File: src/rtl/core/bmma_pkg.sv
`timescale 1ns / 1ps
// ----------------------------------------------------------------------------
// bmma_pkg
// Shared widths, the block-size reset value and the issue tag of the block matrix
// multiply-accumulate core.
// ----------------------------------------------------------------------------
package bmma_pkg;

  localparam int ELEM_W = 16;
  localparam int ACC_W  = 32;
  localparam int CFG_W  = 4;

  localparam logic [CFG_W-1:0] BLOCK_SIZE_RESET = 4'd8;

  // tag that travels with one multiply-accumulate step
  typedef struct packed {
    logic valid;
    logic first;
    logic last;
  } ctl_t;

endpackage

File: src/rtl/core/bmma_mac.sv
`timescale 1ns / 1ps
// ----------------------------------------------------------------------------
// bmma_mac
// Shared multiply-accumulate unit: registered 16x16 product, then a 32-bit
// wrapping accumulator seeded from the old accumulator element or zero.
// ----------------------------------------------------------------------------
module bmma_mac #(
  parameter int AW = 6
) (
  input  logic                                 clk,
  input  logic                                 rst,
  input  bmma_pkg::ctl_t                       tag_in,
  input  logic [AW-1:0]                        addr_in,
  input  logic                                 keep_in,
  input  logic signed [bmma_pkg::ELEM_W-1:0]   a,
  input  logic signed [bmma_pkg::ELEM_W-1:0]   b,
  input  logic [bmma_pkg::ACC_W-1:0]           acc_old,
  output logic                                 we,
  output logic [AW-1:0]                        waddr,
  output logic [bmma_pkg::ACC_W-1:0]           wdata,
  output logic                                 busy
);

  bmma_pkg::ctl_t                    s1_tag, s2_tag, s3_tag;
  logic [AW-1:0]                     s1_addr, s2_addr, s3_addr;
  logic                              s1_keep;
  logic signed [bmma_pkg::ACC_W-1:0] prod;
  logic [bmma_pkg::ACC_W-1:0]        base;
  logic [bmma_pkg::ACC_W-1:0]        acc_sum;

  // stage 1 lines up with the registered memory read
  always_ff @(posedge clk) begin
    if (rst) begin
      s1_tag <= '0;
      s2_tag <= '0;
      s3_tag <= '0;
    end else begin
      s1_tag <= tag_in;
      s2_tag <= s1_tag;
      s3_tag <= s2_tag;
    end
  end

  always_ff @(posedge clk) begin
    s1_addr <= addr_in;
    s1_keep <= keep_in;
    s2_addr <= s1_addr;
    prod    <= bmma_pkg::ACC_W'(a) * bmma_pkg::ACC_W'(b);
    base    <= s1_keep ? acc_old : '0;
    s3_addr <= s2_addr;
    if (s2_tag.valid) begin
      if (s2_tag.first) begin
        acc_sum <= base + bmma_pkg::ACC_W'(prod);
      end else begin
        acc_sum <= acc_sum + bmma_pkg::ACC_W'(prod);
      end
    end
  end

  assign we    = s3_tag.valid && s3_tag.last;
  assign waddr = s3_addr;
  assign wdata = acc_sum;
  assign busy  = s1_tag.valid || s2_tag.valid || s3_tag.valid;

endmodule

File: config.mk
export PLATFORM = sky130hd
export DESIGN_NAME = bmma_mac
export DESIGN_NICKNAME = d
export VERILOG_FILES = /design/src/rtl/core/bmma_pkg.sv /design/src/rtl/core/bmma_mac.sv
export SDC_FILE = /design/constraint.sdc
export NUM_CORES = 1
export LEC_CHECK = 0
export ABC_AREA = 1
export BUFFER_PORTS_ARGS = -buffer_cell sky130_fd_sc_hd__buf_2
export CORE_ASPECT_RATIO = 0.9
export CORE_UTILIZATION = 35
export CTS_CLUSTER_DIAMETER = 40
export CTS_CLUSTER_SIZE = 40
export DETAILED_ROUTE_END_ITERATION = 10
export GPL_TIMING_DRIVEN = 1
export PLACE_DENSITY_LB_ADDON = 0.15
export SETUP_SLACK_MARGIN = 0.2
export SLEW_MARGIN = 20
export SYNTH_ARGS = -nofsm -noshare
export SYNTH_HDL_FRONTEND = slang
export SYNTH_SLANG_ARGS = --single-unit
File: constraint.sdc
create_clock -name clk -period 7.7 [get_ports clk]
set_clock_uncertainty 0.1 [all_clocks]
set_input_delay 0.385 -clock clk [delete_from_list [all_inputs] [get_ports clk]]
set_output_delay 0.385 -clock clk [all_outputs]
set_load 0.01 [all_outputs]
-- Word level (Yosys, flattened, before mapping)
Index checks and enable logic that the tools add are counted.
- add/subtract/negate cells: 2
- reduce and logical (&&, ||, !) cells: 3
- mux-type cells: 1
- multipliers: 1
- operators by type and width (kind ; number):
    $add 32x32->32 ; 2
    $mul 16x16->32 ; 1
    $mux 32 ; 1
    $logic_or 1x1->1 ; 2
    $logic_and 1x1->1 ; 1
- flip-flop bits (word level): 123

-- Logic depth before layout (Yosys ltp)
- word-level depth: 2
- depth in mapped cells: 26
- gate-level depth less buffers: 24

-- Worst setup path before layout
OpenSTA, ideal clock, no wires.
- kind: input port to flip-flop
- from: input port b[6] (netlist bit)
- to: register prod[30] (netlist bit)
- stages: 21
- path slack: 2.145 ns
- data required time: 7.488 ns
- arrival time: 5.342 ns
- library setup time: 0.112 ns
- cell sequence: clkbuf_1 clkbuf_1 nand2_1 fa_1 inv_1 fa_1 inv_1 fa_1 fa_1 fa_1 fa_1 inv_1 ha_1 nand2_1 inv_1 nand2_1 nor3_1 and2_1 nand2_1 nand3_1 nand2_1
- word-level cells in the longest chain between the ends: 1
- RTL lines (what ; RTL line ; text):
    start, declared ; bmma_mac.sv:16 ; input logic signed [bmma_pkg::ELEM_W-1:0] b,
    $mul 16x16->32 ; bmma_mac.sv:48 ; prod <= bmma_pkg::ACC_W'(a) * bmma_pkg::ACC_W'(b);
    end signal, assigned ; bmma_mac.sv:48 ;
    end, declared ; bmma_mac.sv:27 ; logic signed [bmma_pkg::ACC_W-1:0] prod;
Every way passes these cells.
A chain may end at the register's enable or synchronous reset.

-- Worst setup path after layout
- from: input port b[4] (netlist bit)
- to: register prod[28] (netlist bit)
Same word-level chain as after synthesis.

==> results.cfg <==
[final_layout]
multi_input_area_sq_mm = 0.0112
finish.utilization = 0.395
finalNetCount = 2707
seqCellArea_sq_mm = 0.00278
insertedDiodeCount = 0
area_growth_syn_to_fin_pct = 11.0
n_fill_cell = 4899
proportion_of_layout_cells_with_a_drive_suffix_above_1 = 0.0992

[floorplan]
core.rowCount = 75
die_area_sq_mm = 0.0484
die-width_microns = 232
io-pin-count = 116
die_height_microns = 209
start_util = 0.356
core_area_sq_mm = 0.0467

[timing]
tns_ps = 0
finalSetupViolations = 0
finalMaxSlewViolations = 0
finalHoldViolCount = 0
setup_slack_ps = 1870
post-route-period-util = 0.757
timing.fmax_mhz = 172
setup_repair_after_global_routing_missed_its_margin = no
tightestPinTransition_ps = 690
timing.final.crit_period_ps = 5830
slew_limit_headroom = 0.540

[critical_path]
critPathMaxFanout = 16
critPathLaunch = b[4]
worst_setup_path_end_kind = register
end_of_the_worst_register_to_register_path = wdata[23]
worst-endpoint-arrival_ps = 6100
critPathLaunchType = input pin
rr_worst_depth = 11
crit_type = in -> reg
rrSetupSlack_ps = 4310
reg_to_reg_start = s2_tag[1]
critical_path_required_ps = 7970

[worst_hold_path]
min-delay-start = acc_old[17]
hold_path_class = in -> reg
timing.hold.worst_path_depth = 3
whs_endpoint = base[17]

[yosys]
synthesis.instances = 2175
synth-edff-count = 32
synthesis.area_sq_mm = 0.0166
syn_area_per_cell_sq_um = 7.64
synthesis.nets = 2627
ys_ff_latch = 123
ys.flop_type = sky130_fd_sc_hd__dfxtp_1
yosys_warnings = 0
synth_cell_types = 35
synth-seq-area-share = 0.167
synthArstFlopShare = 0

[global_route]
grt_antenna_before_repair = 0
grt_use_met2 = 0.314
remaining_global_route_overflow = 0
grt_first_pass_wirelength_microns = 71900
groute.usage.overall = 0.190
groute.layer.met3.usage = 0.0205
groute.layer.met1.usage = 0.271
via_count_of_the_first_global_routing_pass = 13700
largest_net_degree_at_the_start_of_global_routing = 35
grt.busiest_layer = met2

[clock_network]
worst_setup_hold_path_clk_slew_ps = 60
post-cts-setup-buffer-count = 0
cts_tree = built
cts.htree.levels = 4
clock_sinks = 123
clk_path_buf_depth = 2
clk_root_buffer_cell = sky130_fd_sc_hd__clkbuf_16
worst_skew_pair.late_latency_ps = 430
cts_buffers = 17

[route]
route.detailed.drc = 0
drt_iter0_markers = 721
routed_wl_microns = 42800
route.antenna.remaining_nets = 0
vias_per_inst = 4.51
drtPass1Iterations = 5
dr_total_vias = 13000
routed_length_per_instance_microns = 14.9

[placement]
globalplace.congestion = 0.856
io_buffers = 115
place_worst_setup_slack_ps = 1520
place_hpwl_microns = 36600

[flow_run]
cap_viol_max_count = 0

[run_status]
outcome = finished, final reports clean
[routing by layer]
layer  up-vias  share of wire  wire length (microns)
li1       6437              -                      -
met1      6338           0.49                  21100
met2       196           0.47                  19900
met3        31          0.033                   1400
met4         0         0.0086                    367
met5         -              0                      0
[synth_stat cells (2+ instances only)]
| cell type | instances | area, sq um |
|---|---|---|
| sky130_fd_sc_hd__or2_2 | 7 | 43.8 |
| sky130_fd_sc_hd__xnor2_1 | 4 | 35.0 |
| sky130_fd_sc_hd__inv_1 | 623 | 2340 |
| sky130_fd_sc_hd__nand3_2 | 4 | 40.0 |
| sky130_fd_sc_hd__fa_1 | 263 | 5270 |
| sky130_fd_sc_hd__nand3b_1 | 3 | 22.5 |
| sky130_fd_sc_hd__edfxtp_1 | 32 | 961 |
| sky130_fd_sc_hd__nor3_2 | 6 | 60.1 |
| sky130_fd_sc_hd__nor2_2 | 14 | 87.6 |
| sky130_fd_sc_hd__clkbuf_1 | 60 | 225 |
| sky130_fd_sc_hd__ha_1 | 113 | 1410 |
| sky130_fd_sc_hd__and2_1 | 3 | 18.8 |
| sky130_fd_sc_hd__nand2_1 | 609 | 2290 |
| sky130_fd_sc_hd__nand3_1 | 63 | 315 |
| sky130_fd_sc_hd__inv_2 | 3 | 11.3 |
| sky130_fd_sc_hd__a21oi_1 | 53 | 265 |
| sky130_fd_sc_hd__nand2_2 | 9 | 56.3 |
| sky130_fd_sc_hd__o21bai_1 | 10 | 75.1 |
| sky130_fd_sc_hd__nor2_1 | 82 | 308 |
| sky130_fd_sc_hd__a21o_1 | 2 | 15.0 |
| sky130_fd_sc_hd__mux2_2 | 30 | 338 |
| sky130_fd_sc_hd__nor4_1 | 2 | 12.5 |
| sky130_fd_sc_hd__buf_2 | 3 | 15.0 |
| sky130_fd_sc_hd__o21ai_0 | 20 | 100 |
| sky130_fd_sc_hd__xor2_1 | 32 | 280 |
| sky130_fd_sc_hd__nand4_1 | 17 | 106 |
| sky130_fd_sc_hd__nor3_1 | 10 | 50.1 |
| sky130_fd_sc_hd__dfxtp_1 | 91 | 1820 |
[worst max-delay path, stage by stage]
cell,delay (ps)
sky130_fd_sc_hd__buf_2,310
sky130_fd_sc_hd__nand2_1,170
sky130_fd_sc_hd__fa_1,620
sky130_fd_sc_hd__inv_1,80
sky130_fd_sc_hd__fa_1,810
sky130_fd_sc_hd__inv_1,120
sky130_fd_sc_hd__fa_1,450
sky130_fd_sc_hd__fa_1,540
sky130_fd_sc_hd__inv_1,50
sky130_fd_sc_hd__fa_1,540
sky130_fd_sc_hd__fa_1,410
sky130_fd_sc_hd__ha_1,400
sky130_fd_sc_hd__nand2_1,140
sky130_fd_sc_hd__nor2_1,180
sky130_fd_sc_hd__nand2_1,180
sky130_fd_sc_hd__nor3_1,210
sky130_fd_sc_hd__nand2_1,210
sky130_fd_sc_hd__nand3b_1,150
sky130_fd_sc_hd__nand2_1,50
sky130_fd_sc_hd__nand2_1,80
[cell usage in the layout (no fill, tap or decap), types with 9 or more instances in the layout]
cell,count
sky130_fd_sc_hd__mux2_2,30
sky130_fd_sc_hd__nor2_2,14
sky130_fd_sc_hd__nor3_1,10
sky130_fd_sc_hd__xor2_1,32
sky130_fd_sc_hd__clkbuf_16,21
sky130_fd_sc_hd__nand2_1,609
sky130_fd_sc_hd__inv_1,623
sky130_fd_sc_hd__buf_2,115
sky130_fd_sc_hd__nand4_1,17
sky130_fd_sc_hd__o21bai_1,10
sky130_fd_sc_hd__nand2_2,9
sky130_fd_sc_hd__o21ai_0,20
sky130_fd_sc_hd__nand3_1,63
sky130_fd_sc_hd__ha_1,113
sky130_fd_sc_hd__nor2_1,82
sky130_fd_sc_hd__edfxtp_1,32
sky130_fd_sc_hd__a21oi_1,53
sky130_fd_sc_hd__dfxtp_1,91
sky130_fd_sc_hd__fa_1,263
[metrics by stage]
step                cell area [sq um]  cells  hold slack [ps]
floorplan                       16600   2175              210
global placement                17700   2845              210
detailed placement              17700   2845              212
CTS                             18400   2884             15.2
global route                    18400   2884             32.2
finish                          18400   2884             37.0
[state kept, by name, summed over array words and instances, names as in the netlist]
register and count:
base 32, prod 32, wdata 32, s1_addr 6, s2_addr 6, waddr 6, s1_tag 3, s2_tag 3
s3_tag 2, s1_keep 1
[kinds of logic (layout without fill, tap and decap cells)]
group / after synthesis / in the layout / share of synthesized area
AO/OA/AOI/OAI: 88 / 88 / 0.0286
buffers and inverters: 690 / 783 / 0.156
AND/OR/NAND/NOR: 831 / 831 / 0.206
XOR/XNOR: 36 / 36 / 0.0190
adder cells (fa/ha/maj): 376 / 376 / 0.402
flip-flops: 123 / 123 / 0.167
multiplexers: 31 / 31 / 0.0209
[worst max-delay path by stage]
stage / cells past startpoint / end
after floorplan: 21 / prod[30]
after global placement: 19 / prod[23]
after detailed placement: 20 / prod[28]
after CTS: 20 / prod[28]
after global routing: 20 / prod[28]
final: 20 / prod[28]
[layout make-up]
type,instances,area share
multi-input combinational,1362,0.609
sequential,123,0.151
inverter,626,0.127
tap,616,0.0418
timing repair buffer,125,0.0362
clock buffer,22,0.0292
clock inverter,10,0.00522
[timing repair]
item                      CTS  global route
hold endpoints to repair    7             0
resized for setup           0             0
hold buffers                7             0
Power is not shown: default switching activity piles up to over one toggle a cycle in this logic, so the estimate is an artifact.
