`src/rtl/core/bmma_pkg.sv`:
```
`timescale 1ns / 1ps
// ----------------------------------------------------------------------------
// bmma_pkg
// Shared widths, the block-size reset value and the issue tag of the block matrix
// multiply-accumulate core.
// ----------------------------------------------------------------------------
package bmma_pkg;

  localparam int ELEM_W = 16;
  localparam int ACC_W  = 32;
  localparam int CFG_W  = 4;

  localparam logic [CFG_W-1:0] BLOCK_SIZE_RESET = 4'd8;

  // tag that travels with one multiply-accumulate step
  typedef struct packed {
    logic valid;
    logic first;
    logic last;
  } ctl_t;

endpackage

```
`src/rtl/core/bmma_seq.sv`:
```
`timescale 1ns / 1ps
// ----------------------------------------------------------------------------
// bmma_seq
// Index sequencer: walks i, j, k of the block product and issues one
// operand address pair per cycle, plus the accumulator address.
// ----------------------------------------------------------------------------
module bmma_seq #(
  parameter int BLOCK = 8
) (
  input  logic                 clk,
  input  logic                 rst,
  input  logic                 start,
  input  logic [$clog2(BLOCK+1)-1:0] n,
  output bmma_pkg::ctl_t       tag,
  output logic [((BLOCK*BLOCK > 1) ? $clog2(BLOCK*BLOCK) : 1)-1:0] a_addr,
  output logic [((BLOCK*BLOCK > 1) ? $clog2(BLOCK*BLOCK) : 1)-1:0] b_addr,
  output logic [((BLOCK*BLOCK > 1) ? $clog2(BLOCK*BLOCK) : 1)-1:0] c_addr,
  output logic                 done
);

  localparam int DEPTH = BLOCK * BLOCK;
  localparam int AW    = (DEPTH > 1) ? $clog2(DEPTH) : 1;
  localparam int NW    = $clog2(BLOCK + 1);
  localparam int CW    = (BLOCK > 1) ? $clog2(BLOCK) : 1;

  logic          run;
  logic [CW-1:0] i, j, k;
  logic [AW-1:0] row_base;
  logic          kend, jend, iend;

  assign kend = (NW'(k) + NW'(1)) == n;
  assign jend = (NW'(j) + NW'(1)) == n;
  assign iend = (NW'(i) + NW'(1)) == n;

  assign tag.valid = run;
  assign tag.first = (k == '0);
  assign tag.last  = kend;
  assign done      = run && kend && jend && iend;

  always_ff @(posedge clk) begin
    if (rst) begin
      run <= 1'b0;
    end else if (start) begin
      run <= 1'b1;
    end else if (done) begin
      run <= 1'b0;
    end
  end

  always_ff @(posedge clk) begin
    if (start) begin
      i        <= '0;
      j        <= '0;
      k        <= '0;
      row_base <= '0;
      a_addr   <= '0;
      b_addr   <= '0;
      c_addr   <= '0;
    end else if (run) begin
      if (!kend) begin
        k      <= k + CW'(1);
        a_addr <= a_addr + AW'(1);
        b_addr <= b_addr + AW'(n);
      end else begin
        k      <= '0;
        c_addr <= c_addr + AW'(1);
        if (!jend) begin
          j      <= j + CW'(1);
          a_addr <= row_base;
          b_addr <= AW'(j) + AW'(1);
        end else begin
          j        <= '0;
          i        <= i + CW'(1);
          row_base <= row_base + AW'(n);
          a_addr   <= row_base + AW'(n);
          b_addr   <= '0;
        end
      end
    end
  end

endmodule

```
`config.mk`:
```
export PLATFORM = sky130hd
export DESIGN_NAME = bmma_seq
export DESIGN_NICKNAME = d
export VERILOG_FILES = /design/src/rtl/core/bmma_pkg.sv /design/src/rtl/core/bmma_seq.sv
export SDC_FILE = /design/constraint.sdc
export NUM_CORES = 1
export LEC_CHECK = 0
export BUFFER_PORTS_ARGS = -buffer_cell sky130_fd_sc_hd__clkbuf_2
export CORE_MARGIN = 1
export CORE_UTILIZATION = 42
export DETAILED_ROUTE_END_ITERATION = 16
export PLACE_DENSITY = 0.6
export SETUP_SLACK_MARGIN = 0.3
export SLEW_MARGIN = 40
export SYNTH_ARGS = -nofsm -noshare
export SYNTH_HDL_FRONTEND = slang
export SYNTH_SLANG_ARGS = --single-unit
export TNS_END_PERCENT = 1
```
`constraint.sdc`:
```
create_clock -name clk -period 3.35 [get_ports clk]
set_input_delay 0.67 -clock clk [delete_from_list [all_inputs] [get_ports clk]]
set_output_delay 0.67 -clock clk [all_outputs]
set_load 0.01 [all_outputs]
```
# After elaboration in Yosys (flattened, before gate mapping)
# Cells that the tools add are included.
totals:
  register_bits: 34
  in_bits: 7
  out_inout_bits: 22
  word_cells: 37
op_classes:
  addsub: 11
  eq_ne: 3
  mux: 8
  reduce_logical: 7
ops:
  columns: ["operator", "count"]
  rows:
  - ["2-to-1 mux 6 bit", 3]
  - ["adder 3 x 1 -> 4 bit, second input constant", 4]
  - ["adder 6 x 1 -> 6 bit, second input constant", 2]
  - ["adder 6 x 4 -> 6 bit", 2]
  - ["== test 4 bit", 3]
  - ["adder 3 x 1 -> 3 bit, second input constant", 3]
  - ["2-to-1 mux 3 bit", 2]
  - ["2-to-1 mux 4 bit", 1]
  - ["logical AND 1 bit", 3]
  - ["zero test 3 bit", 1]
  - ["AND reduction 3 bit", 1]
  - ["2-to-1 mux 1 bit", 2]
  - ["AND reduction 2 bit", 1]
  - ["nonzero test 2 bit", 1]

# Depth between registers and ports, before layout
# Gate-level depths: netlist of run 1.
depth:
  word_depth: 7
  ltp_mapped: 8
  depth_no_buf: 8

# Worst setup path after synthesis of run 1
# OpenSTA, ideal clock, no wires.
synth_timing:
  path_type: "input to output"
  start: "input port n[2]"
  end: "output port done"
  arrival_time_ns: 2.097
  required_time_ns: 2.680
  path_slack_ns: 0.583
  stages: 4
  path_buffers: 0
  path_cell_list: "xor3_1 -> a2111oi_4 -> o2111ai_4 -> nor2_1"
synth_between:
  elab_chain_cells: 4
  word_cells_on_any_way: 6
  classes_between: "3 x eq/ne; 3 x reduce/logical"
synth_rtl:
  columns: ["item", "line_no", "text"]
  rows:
  - ["start: declaration", "bmma_seq.sv:13", "input logic [$clog2(BLOCK+1)-1:0] n,"]
  - ["== test 4 bit", "bmma_seq.sv:31", "assign kend = (NW'(k) + NW'(1)) == n;"]
  - ["logical AND 1 bit (2 in a row)", "bmma_seq.sv:38", "assign done = run && kend && jend && iend;"]
  - ["logical AND 1 bit *", "bmma_seq.sv:38", null]
  - ["end: declaration", "bmma_seq.sv:18", "output logic done"]
# Mark *: on every way between the ends. The rest lies on a longest branch, timed or not.

# Worst setup path in the final report of run 1
layout_timing:
  start: "register j[0]"
  end: "output port done"
layout_between:
  elab_chain_cells: 4
layout_rtl:
  columns: ["item", "line_no", "text"]
  rows:
  - ["start: declaration", "bmma_seq.sv:27", "logic [CW-1:0] i, j, k;"]
  - ["start signal: assignment", "bmma_seq.sv:68", "j <= j + CW'(1);"]
  - ["adder 3 x 1 -> 4 bit", "bmma_seq.sv:32", "assign jend = (NW'(j) + NW'(1)) == n;"]
  - ["== test 4 bit", "bmma_seq.sv:32", null]
  - ["logical AND 1 bit (2 in a row)", "bmma_seq.sv:38", null]
# No other way between the ends.

==> reports/metrics.json, run 1 <==
{
  "average_routed_wire_per_standard_cell": {"value": 14.30, "unit": "microns"},
  "leakagePower": {"value": 0.9808, "unit": "nW"},
  "netlist_area": {"value": 0.002115, "unit": "sq mm"},
  "synthesis.area_per_instance": {"value": 8.702, "unit": "sq um"},
  "slew_viol_final": {"value": 0},
  "grt_pass1_vias": {"value": 1751},
  "finalSetupTns": {"value": 0, "unit": "ns"},
  "cp.required": {"value": 2.68, "unit": "ns"},
  "actual_transition_at_the_worst_max_transition_pin": {"value": 0.7233, "unit": "ns"},
  "cell_internal_pwr": {"value": 0.6343, "unit": "mW"},
  "final.min_clock_period": {"value": 2.874, "unit": "ns"},
  "critical_path.max_fanout": {"value": 7},
  "post_route_cells_drive_above_1_share": {"value": 17.95, "unit": "%"},
  "fp.dieH": {"value": 72.96, "unit": "microns"},
  "grt_max_degree": {"value": 34},
  "violation_count_after_the_first_detailed_route_iteration": {"value": 66},
  "antenna_violating_nets_post_route": {"value": 0},
  "instance_count_after_placement_with_tap_cells_included": {"value": 331},
  "place.detailed.hpwl": {"value": 3.450, "unit": "mm"},
  "post_dp_cell_area": {"value": 0.002320, "unit": "sq mm"},
  "die_width": {"value": 72.96, "unit": "microns"},
  "final_area": {"value": 0.002419, "unit": "sq mm"},
  "detail_route.wirelength": {"value": 4.862, "unit": "mm"},
  "power.net_switching": {"value": 0.2386, "unit": "mW"},
  "finalWorstSetupSlack": {"value": 0.4763, "unit": "ns"},
  "synth_fp_nets": {"value": 266},
  "routed-via-count": {"value": 1855},
  "synth.yosys.warnings": {"value": 0},
  "clkPwrFrac": {"value": 35.9, "unit": "%"},
  "clock_tree.htree_level_count": {"value": 2},
  "num_antenna_cells": {"value": 0},
  "finalWeightedCongestion": {"value": 0.7479},
  "worst_ep_arrival_time": {"value": 2.20, "unit": "ns"},
  "finalHoldWorstSlack": {"value": 0.4792, "unit": "ns"},
  "setup_repair_after_global_routing_missed_its_margin": {"value": "false"},
  "finalCoreUtilization": {"value": 50.54, "unit": "%"},
  "worstSetupEndpointType": {"value": "output pin"},
  "core_area": {"value": 0.004786, "unit": "sq mm"},
  "number_of_instances_in_the_synthesized_netlist": {"value": 243},
  "sequentialPowerShare": {"value": 49.5, "unit": "%"},
  "clock-root-buffer": {"value": "sky130_fd_sc_hd__clkbuf_8"},
  "hold_violation_total_from_the_final_report": {"value": 0},
  "setup-violations-final": {"value": 0},
  "number_of_antenna_violations_at_the_first_check_in_global_routing": {"value": 0},
  "timing.final.crit_share": {"value": 85.78, "unit": "%"},
  "clock_tree.buffer_depth": {"value": 2},
  "cts_tree": {"value": "done"},
  "setup.worst_path.class": {"value": "reg2out"},
  "final_cell_mix": {"value": "sky130_fd_sc_hd__dfxtp_1 (34), sky130_fd_sc_hd__clkbuf_2 (28), sky130_fd_sc_hd__a21oi_1 (24)"},
  "irDropWorstVdd": {"value": 0.2072, "unit": "mV"},
  "pwr-share-comb": {"value": 14.6, "unit": "%"},
  "maxSlewHeadroom": {"value": 51.78, "unit": "%"},
  "most_common_library_cell_in_the_layout_ignoring_fill_and_taps": {"value": "sky130_fd_sc_hd__dfxtp_1"},
  "total_power": {"value": 0.8729, "unit": "mW"},
  "synth_edf_count": {"value": 0},
  "clock_latency": {"value": 0.29, "unit": "ns"},
  "grt_overflow": {"value": 0},
  "share_of_synthesized_area_occupied_by_flip_flops_and_latches": {"value": 32.19, "unit": "%"},
  "worst_setup_path_start_kind": {"value": "flip-flop"},
  "num_rows": {"value": 25},
  "async_reset_ff_share": {"value": 0, "unit": "%"},
  "post_cts.resized_instances": {"value": 0},
  "number_of_cts_inserted_buffers": {"value": 5},
  "power.share.switching": {"value": 27.34, "unit": "%"},
  "grt_use_total": {"value": 20.25, "unit": "%"},
  "design.final.nets": {"value": 295},
  "post_synth_num_cell_types": {"value": 47},
  "max_cap_viol_count": {"value": 0},
  "floorplan.initialDensity": {"value": 44.18, "unit": "%"},
  "power.density_cell_area": {"value": 360.9, "unit": "mW/mm^2"},
  "pin_count": {"value": 29},
  "fillerInstances": {"value": 490},
  "portBuffers": {"value": 28},
  "cts_sinks": {"value": 34},
  "drt_pre_antenna_iters": {"value": 4},
  "ys.flop_type": {"value": "sky130_fd_sc_hd__dfxtp_1"},
  "finalClockSkew": {"value": 0.003961, "unit": "ns"},
  "grt_pass1_wl": {"value": 8.155, "unit": "mm"},
  "ys_seq_elements": {"value": 34},
  "syn_to_final_growth": {"value": 14.38, "unit": "%"},
  "fmax": {"value": 0.3480, "unit": "GHz"},
  "worstHoldPathType": {"value": "reg2reg"},
  "detailedPlace.worstSlack": {"value": 0.3591, "unit": "ns"},
  "drc_errors": {"value": 0},
  "clkSlewWorstSetupHoldPaths": {"value": 0.07, "unit": "ns"},
  "final_cells": {"value": 340},
  "outcome": {"value": "finished clean"},
  "die_area": {"value": 0.005322, "unit": "sq mm"},
  "detail_route.vias_per_cell": {"value": 5.456}
}
[critical path: stages, from the launching register on]
cell                        delay (ns)
sky130_fd_sc_hd__dfxtp_1          0.45
sky130_fd_sc_hd__ha_1             0.28
sky130_fd_sc_hd__xor3_1           0.30
sky130_fd_sc_hd__a2111oi_4        0.41
sky130_fd_sc_hd__o2111ai_4        0.18
sky130_fd_sc_hd__nor2_1           0.14
sky130_fd_sc_hd__clkbuf_2         0.14
[registers in the layout, summed over array words and instances, names as in the netlist]
name	flops
row_base	6
b_addr	6
k	3
run	1
i	3
c_addr	6
j	3
a_addr	6
[cell usage after synthesis, types with 2 or more instances]
cell,number,area share [%]
sky130_fd_sc_hd__dfxtp_1,34,32
sky130_fd_sc_hd__a21oi_1,24,5.7
sky130_fd_sc_hd__nand2_1,20,3.6
sky130_fd_sc_hd__ha_1,14,8.3
sky130_fd_sc_hd__nor2_1,12,2.1
sky130_fd_sc_hd__o21ai_0,12,2.8
sky130_fd_sc_hd__inv_1,11,2.0
sky130_fd_sc_hd__xnor2_1,11,4.6
sky130_fd_sc_hd__or3_1,9,2.7
sky130_fd_sc_hd__xor2_1,9,3.7
sky130_fd_sc_hd__clkbuf_1,8,1.4
sky130_fd_sc_hd__nand3_1,8,1.9
sky130_fd_sc_hd__nor2b_1,6,1.8
sky130_fd_sc_hd__a31oi_1,5,1.5
sky130_fd_sc_hd__mux2i_1,5,2.4
sky130_fd_sc_hd__nand3b_1,5,1.8
sky130_fd_sc_hd__nand4_1,5,1.5
sky130_fd_sc_hd__a21o_1,3,1.1
sky130_fd_sc_hd__nor3_1,3,0.71
sky130_fd_sc_hd__o211ai_1,3,1.1
sky130_fd_sc_hd__o21a_1,3,1.1
sky130_fd_sc_hd__a31o_2,2,0.83
sky130_fd_sc_hd__and3_1,2,0.59
sky130_fd_sc_hd__buf_4,2,0.71
sky130_fd_sc_hd__fa_1,2,1.9
sky130_fd_sc_hd__o21ai_1,2,0.47
sky130_fd_sc_hd__or4_1,2,0.71
sky130_fd_sc_hd__or4b_2,2,0.95
[power by group through the flow]
stage,logic [mW],clock network [mW],registers [mW]
after floorplan,0.0881,0,0.439
after global placement,0.127,0,0.441
after detailed placement,0.128,0,0.441
after CTS,0.129,0.325,0.432
after global routing,0.144,0.341,0.434
final,0.127,0.314,0.432
[cell families after synthesis]
group | after synthesis | synth area share, %
XOR/XNOR | 21 | 9.408
buffers and inverters | 23 | 4.437
AO/OA/AOI/OAI | 66 | 21.48
AND/OR/NAND/NOR | 77 | 19.41
adder cells (fa/ha/maj) | 16 | 10.18
flip-flops | 34 | 32.19
multiplexers | 6 | 2.899
[layout make-up]
cell class / instances / area (sq um) / share of cell area (%)
multi-input combinational: 186 / 1340 / 55.41
sequential: 34 / 680.7 / 28.14
timing repair buffer: 33 / 177.7 / 7.346
clock buffer: 7 / 86.33 / 3.570
tap: 67 / 83.83 / 3.466
inverter: 12 / 45.04 / 1.862
clock inverter: 1 / 5.005 / 0.2069
[routing by layer]
layer / vias up / share of wire, % / GRT usage [%]
li1: 937 / - / -
met1: 882 / 49 / 25.94
met2: 26 / 47 / 33.96
met3: 10 / 2.6 / 4.144
met4: 0 / 1.7 / 6.754
met5: - / 0 / 0
[path summary, 6_finish.rpt]
path	start	end	slack [ns]	depth (start not counted)
hold reg to reg	c_addr[5]	c_addr[5]	0.48	2
hold / removal	c_addr[5]	c_addr[5]	0.48	2
setup reg to reg	k[0]	c_addr[4]	0.71	7
setup / recovery	j[0]	done	0.48	6
[repair_timing]
item | CTS | global route
buffers inserted | 1 | 0
hold buffers | 0 | 0
endpoints found under the setup margin | 1 | 0
endpoints found under the hold margin | 0 | 0
Power figures use the tool's default switching activity.
==> run 2: changes to the inputs <==
--- a/config.mk
+++ b/config.mk
@@ -7,4 +7,5 @@
 export LEC_CHECK = 0
 export BUFFER_PORTS_ARGS = -buffer_cell sky130_fd_sc_hd__clkbuf_2
+export CAP_MARGIN = 0
 export CORE_MARGIN = 1
 export CORE_UTILIZATION = 42
==> constraint.sdc (replaced) <==
create_clock -name clk -period 3.35 [get_ports clk]
set_input_delay 0 -clock clk [delete_from_list [all_inputs] [get_ports clk]]
set_output_delay 0 -clock clk [all_outputs]
set_load 0.01 [all_outputs]
==> run 2 against run 1 <==
Clock power decreased by 8.6%. Highest routed layer unchanged. Sequential cell count unchanged. Worst hold slack got worse by 0.20 ns. Register-to-register slack got worse by 0.02 ns. Largest power group unchanged.
==> reports/metrics.json, run 2 (synthesis gave the netlist of run 1 again) <==
{
  "floorplan.initialDensity": {"value": 44.18, "unit": "%"},
  "cp_top_family": {"value": "compound AO/OA/AOI/OAI gates"},
  "timing.rr.end": {"value": "j[2]"},
  "critical_path.max_fanout": {"value": 16},
  "worst_setup_path_start_kind": {"value": "flip-flop"},
  "actual_transition_at_the_worst_max_transition_pin": {"value": 0.6985, "unit": "ns"},
  "routed-via-count": {"value": 1828},
  "design.final.nets": {"value": 295},
  "power.share.switching": {"value": 27.70, "unit": "%"},
  "syn_to_final_growth": {"value": 13.96, "unit": "%"},
  "post_cts.resized_instances": {"value": 0},
  "fillerInstances": {"value": 475},
  "finalCoreUtilization": {"value": 50.35, "unit": "%"},
  "num_rows": {"value": 25},
  "average_routed_wire_per_standard_cell": {"value": 14.25, "unit": "microns"},
  "leakagePower": {"value": 0.9725, "unit": "nW"},
  "critPathMaxStageDelay": {"value": 0.61, "unit": "ns"},
  "final.min_clock_period": {"value": 2.661, "unit": "ns"},
  "worst_path_buffer_plus_inverter_count": {"value": 2},
  "antenna_violating_nets_post_route": {"value": 0},
  "worst_r2r_startpoint": {"value": "k[0]"},
  "timing.final.crit_share": {"value": 79.43, "unit": "%"},
  "clock_latency": {"value": 0.28, "unit": "ns"},
  "clock-root-buffer": {"value": "sky130_fd_sc_hd__clkbuf_8"},
  "pin_count": {"value": 29},
  "path_depth": {"value": 8},
  "worstSetupEndpointType": {"value": "flip-flop"},
  "post_route_cells_drive_above_1_share": {"value": 17.28, "unit": "%"},
  "finalWeightedCongestion": {"value": 0.8328},
  "grt_max_degree": {"value": 34},
  "maxSlewHeadroom": {"value": 53.43, "unit": "%"},
  "finalSetupTns": {"value": 0, "unit": "ns"},
  "cp.required": {"value": 3.55, "unit": "ns"},
  "sequentialPowerShare": {"value": 50.5, "unit": "%"},
  "setup.worst_path.class": {"value": "reg2reg"},
  "outcome": {"value": "finished clean"},
  "total_power": {"value": 0.8471, "unit": "mW"},
  "cts_sinks": {"value": 34},
  "clock_tree.buffer_depth": {"value": 2},
  "die_area": {"value": 0.005322, "unit": "sq mm"},
  "beginning_of_the_worst_hold_path": {"value": "n[0]"},
  "number_of_cts_inserted_buffers": {"value": 5},
  "clkSlewWorstSetupHoldPaths": {"value": 0.07, "unit": "ns"},
  "most_common_library_cell_in_the_layout_ignoring_fill_and_taps": {"value": "sky130_fd_sc_hd__dfxtp_1"},
  "power.net_switching": {"value": 0.2346, "unit": "mW"},
  "place.detailed.hpwl": {"value": 3.363, "unit": "mm"},
  "timing.reg2reg.worst_path_depth": {"value": 8},
  "grt_pass1_wl": {"value": 7.955, "unit": "mm"},
  "slew_viol_final": {"value": 0},
  "drt_pre_antenna_iters": {"value": 4},
  "fp.dieH": {"value": 72.96, "unit": "microns"},
  "power.density_cell_area": {"value": 351.5, "unit": "mW/mm^2"},
  "grt_overflow": {"value": 0},
  "drc_errors": {"value": 0},
  "detail_route.vias_per_cell": {"value": 5.392},
  "number_of_antenna_violations_at_the_first_check_in_global_routing": {"value": 0},
  "setup-violations-final": {"value": 0},
  "cts_tree": {"value": "done"},
  "violation_count_after_the_first_detailed_route_iteration": {"value": 119},
  "hold_violation_total_from_the_final_report": {"value": 0},
  "min_delay_worst_endpoint": {"value": "b_addr[0]"},
  "pwr-share-comb": {"value": 15.7, "unit": "%"},
  "portBuffers": {"value": 28},
  "final_cell_mix": {"value": "sky130_fd_sc_hd__dfxtp_1 (34), sky130_fd_sc_hd__clkbuf_2 (28), sky130_fd_sc_hd__a21oi_1 (24)"},
  "holdBufCountCts": {"value": 1},
  "max_cap_viol_count": {"value": 0},
  "worstHoldPathType": {"value": "in2reg"},
  "min_path_cells": {"value": 4},
  "fmax": {"value": 0.3758, "unit": "GHz"},
  "crit_chain": {"value": "inv_1 > ha_1 > xor2_1 > a211oi_2 > o211ai_1 > buf_4 > or4b_2 > a21oi_1"},
  "grt_pass1_vias": {"value": 1645},
  "worst_ep_arrival_time": {"value": 2.86, "unit": "ns"},
  "setup_repair_after_global_routing_missed_its_margin": {"value": "false"},
  "detail_route.wirelength": {"value": 4.832, "unit": "mm"},
  "core_area": {"value": 0.004786, "unit": "sq mm"},
  "r2r_setup_slack": {"value": 0.69, "unit": "ns"},
  "finalClockSkew": {"value": 0.002288, "unit": "ns"},
  "clkPwrFrac": {"value": 33.9, "unit": "%"},
  "critical_path.slowest_cell": {"value": "sky130_fd_sc_hd__or4b_2"},
  "clock_tree.htree_level_count": {"value": 2},
  "irDropWorstVdd": {"value": 0.3977, "unit": "mV"},
  "cell_internal_pwr": {"value": 0.6125, "unit": "mW"},
  "cts_setup_buffers": {"value": 0},
  "num_antenna_cells": {"value": 0},
  "die_width": {"value": 72.96, "unit": "microns"},
  "grt_use_total": {"value": 19.74, "unit": "%"}
}
run 2: final cells by class:
| cell class | instances | area (sq um) | share of cell area [%] |
|---|---|---|---|
| multi-input combinational | 186 | 1344 | 55.76 |
| sequential | 34 | 680.7 | 28.25 |
| timing repair buffer | 33 | 180.2 | 7.477 |
| tap | 67 | 83.83 | 3.479 |
| clock buffer | 7 | 76.32 | 3.167 |
| inverter | 12 | 45.04 | 1.869 |
run 2: how the worst max path moves through the flow:
stage                     end  startpoint
floorplan           c_addr[4]        k[0]
global placement         j[2]        k[0]
detailed placement       j[2]        k[0]
CTS                      j[2]        k[0]
global route             j[2]        k[0]
finish                   j[2]        k[0]
run 2: power by group through the flow:
stage                     registers, mW  clock network (mW)  logic (mW)
after floorplan                   0.439                   0      0.0881
after global placement            0.436                   0       0.131
after detailed placement          0.437                   0       0.132
after CTS                         0.427               0.297       0.134
after global routing              0.429               0.315       0.149
final                             0.427               0.287       0.133
run 2: metrics by stage:
step | instances | area, sq um | hold WS (ns) | setup WS (ns)
5_1_grt | 339 | 2410 | 0.3200 | 0.5037
4_1_cts | 339 | 2410 | 0.2825 | 0.6903
6_report | 339 | 2410 | 0.2815 | 0.6891
3_3_place_gp | 331 | 2320 | 0.1879 | 0.8232
3_5_place_dp | 331 | 2323 | 0.1763 | 0.7123
2_1_floorplan | 243 | 2115 | 0.07214 | 1.022
run 2: worst min-delay path, delay by kind of cell:
family,cells,cell delay (ns)
AOI/OAI and AO/OA,2,0.17
adders and majority gates,1,0.16
buffers and inverters,1,0.18
run 2: per-layer routing:
layer | GRT usage [%] | share of wire, % | vias to the layer above | routed length [microns]
met2 | 31.15 | 45 | 40 | 2175
li1 | - | - | 936 | -
met4 | 5.447 | 0.93 | 0 | 45
met5 | 0 | 0 | - | 0
met3 | 3.867 | 4.7 | 5 | 227
met1 | 27.43 | 49 | 847 | 2384
==> run 3: changes to the inputs <==
Clock period 3.35 ns to 2.5 ns, I/O delays scaled along.
==> run 3 against run 2 <==
Non-clock buffer count rose by 13. Sequential cell count did not move. Critical path depth grew 1. Die area unchanged. Combinational power rose by 45%. Sequential power grew 35%. Critical path type unchanged. Critical endpoint is now c_addr[5]. Largest cell class unchanged.
==> reports/metrics.json, run 3 (synthesis gave the netlist of run 1 again) <==
{
  "setup_repair_after_global_routing_missed_its_margin": {"value": "true"},
  "min_path_cells": {"value": 4},
  "fmax": {"value": 0.4509, "unit": "GHz"},
  "place.detailed.hpwl": {"value": 3.649, "unit": "mm"},
  "grt_use_total": {"value": 20.25, "unit": "%"},
  "finalHoldWorstSlack": {"value": 0.2618, "unit": "ns"},
  "setup-violations-final": {"value": 0},
  "drc_errors": {"value": 0},
  "worst_ep_arrival_time": {"value": 2.43, "unit": "ns"},
  "clock_tree.htree_level_count": {"value": 2},
  "most_common_library_cell_in_the_layout_ignoring_fill_and_taps": {"value": "sky130_fd_sc_hd__dfxtp_1"},
  "finalClockSkew": {"value": 0.005460, "unit": "ns"},
  "hold_violation_total_from_the_final_report": {"value": 0},
  "setup.worst_path.class": {"value": "reg2reg"},
  "antenna_violating_nets_post_route": {"value": 0},
  "clock_tree.buffer_depth": {"value": 2},
  "leakagePower": {"value": 1.059, "unit": "nW"},
  "slew_viol_final": {"value": 0},
  "routed-via-count": {"value": 1868},
  "clock_latency": {"value": 0.29, "unit": "ns"},
  "die_area": {"value": 0.005322, "unit": "sq mm"},
  "average_routed_wire_per_standard_cell": {"value": 14.35, "unit": "microns"},
  "max_cap_viol_count": {"value": 0},
  "worstSetupEndpointType": {"value": "flip-flop"},
  "cts_sinks": {"value": 34},
  "grt_pass1_wl": {"value": 8.162, "unit": "mm"},
  "num_antenna_cells": {"value": 0},
  "clkSlewWorstSetupHoldPaths": {"value": 0.08, "unit": "ns"},
  "die_width": {"value": 72.96, "unit": "microns"},
  "pin_count": {"value": 29},
  "r2r_setup_slack": {"value": 0.28, "unit": "ns"},
  "cp.required": {"value": 2.71, "unit": "ns"},
  "num_rows": {"value": 25},
  "power.density_cell_area": {"value": 491.2, "unit": "mW/mm^2"},
  "detail_route.wirelength": {"value": 5.067, "unit": "mm"},
  "critical_path.max_fanout": {"value": 5},
  "grt_max_degree": {"value": 34},
  "clock-root-buffer": {"value": "sky130_fd_sc_hd__clkbuf_8"},
  "final_cell_mix": {"value": "sky130_fd_sc_hd__dfxtp_1 (31), sky130_fd_sc_hd__clkbuf_2 (28), sky130_fd_sc_hd__a21oi_1 (24)"},
  "finalWeightedCongestion": {"value": 0.8020},
  "violation_count_after_the_first_detailed_route_iteration": {"value": 87},
  "core_area": {"value": 0.004786, "unit": "sq mm"},
  "timing.rr.end": {"value": "c_addr[5]"},
  "crit_end": {"value": "c_addr[5]"},
  "actual_transition_at_the_worst_max_transition_pin": {"value": 0.7110, "unit": "ns"},
  "number_of_cts_inserted_buffers": {"value": 5},
  "irDropWorstVdd": {"value": 0.2253, "unit": "mV"},
  "final.min_clock_period": {"value": 2.218, "unit": "ns"},
  "syn_to_final_growth": {"value": 23.43, "unit": "%"},
  "portBuffers": {"value": 28},
  "worst_setup_path_start_kind": {"value": "flip-flop"},
  "critPathLaunch": {"value": "k[1]"},
  "timing.reg2reg.worst_path_depth": {"value": 9},
  "detail_route.vias_per_cell": {"value": 5.292},
  "number_of_antenna_violations_at_the_first_check_in_global_routing": {"value": 0},
  "grt_overflow": {"value": 0},
  "floorplan.initialDensity": {"value": 44.18, "unit": "%"},
  "maxSlewHeadroom": {"value": 52.60, "unit": "%"},
  "critical_path.slowest_cell": {"value": "sky130_fd_sc_hd__dfxtp_2"},
  "cts_tree": {"value": "done"},
  "finalSetupTns": {"value": 0, "unit": "ns"},
  "grt_pass1_vias": {"value": 1728},
  "fp.dieH": {"value": 72.96, "unit": "microns"},
  "dominant_cell_type_by_count_on_the_critical_path": {"value": "sky130_fd_sc_hd__buf_4"},
  "drt_pre_antenna_iters": {"value": 4},
  "post_route_cells_drive_above_1_share": {"value": 25.17, "unit": "%"},
  "crit_chain": {"value": "inv_1 > ha_4 > xor2_1 > a211oi_2 > buf_4 > o2111ai_4 > buf_4 > or3_1 > a21oi_1"},
  "critPathMaxStageDelay": {"value": 0.36, "unit": "ns"},
  "worstHoldPathType": {"value": "in2reg"},
  "outcome": {"value": "finished clean"},
  "design.final.nets": {"value": 308},
  "timing.final.crit_share": {"value": 88.71, "unit": "%"},
  "worst_r2r_startpoint": {"value": "k[1]"}
}
==> run 3: stage by stage <==
step                std cells  total power, mW  setup slack [ns]  utilization [%]  instance area [sq um]
finish                    353            1.282            0.2823            54.54                   2610
floorplan                 243           0.7076            0.2098                -                   2130
detailed placement        339           0.7697            0.1581            50.04                   2395
global placement          339           0.7684            0.1912            50.04                   2395
global route              353            1.336            0.1696            54.54                   2610
CTS                       350            1.294            0.2917            53.39                   2555
==> run 3: routing by layer <==
layer  share of wire [%]  routed length [microns]  GRT usage [%]  vias to the layer above
met1                  50                     2543          27.44                      875
met2                  47                     2365          33.13                       25
met4                 1.0                       53          6.536                        0
li1                    -                        -              -                      963
met5                   0                        0              0                        -
met3                 2.1                      104          2.901                        5
==> run 3: report_power, final <==
group	switching (mW)	leakage [nW]	internal, mW
registers	0.0176	0.277	0.557
clock network	0.218	0.0504	0.297
logic	0.111	0.731	0.0817
total	0.347	1.06	0.935
==> run 3: layout make-up <==
| class | instances | area (sq um) |
|---|---|---|
| inverters | 12 | 45.04 |
| fillers | 459 | 2176 |
| repair buffers | 46 | 285.3 |
| flip-flops and latches | 34 | 686.9 |
| multi-input cells | 186 | 1395 |
| clock buffers | 5 | 68.82 |
| well taps | 67 | 83.83 |
| clock inverters | 3 | 45.04 |
==> run 3: critical path, delay by kind of cell, from the launching register on <==
family	cells	cell delay, ns
buffers and inverters	3	0.48
AND/OR/NAND/NOR	1	0.33
XOR/XNOR	1	0.16
adder cells (fa/ha/maj)	1	0.25
flip-flops	1	0.36
AO/OA/AOI/OAI	3	0.54
==> run 3: how the worst min path moves through the flow <==
stage	from	to	slack [ns]
after floorplan	rst	run	0.07
after global placement	rst	run	0.19
after detailed placement	rst	run	0.19
after CTS	n[0]	b_addr[0]	0.26
after global routing	n[0]	b_addr[0]	0.29
final	n[0]	b_addr[0]	0.26
==> run 3: what timing repair did <==
item,4_1_cts,5_1_grt
setup buffers,2,3
hold buffers,1,0
pin swaps,3,3
endpoints found under the setup margin,11,16
resized for setup,5,7
hold endpoints to repair,1,0
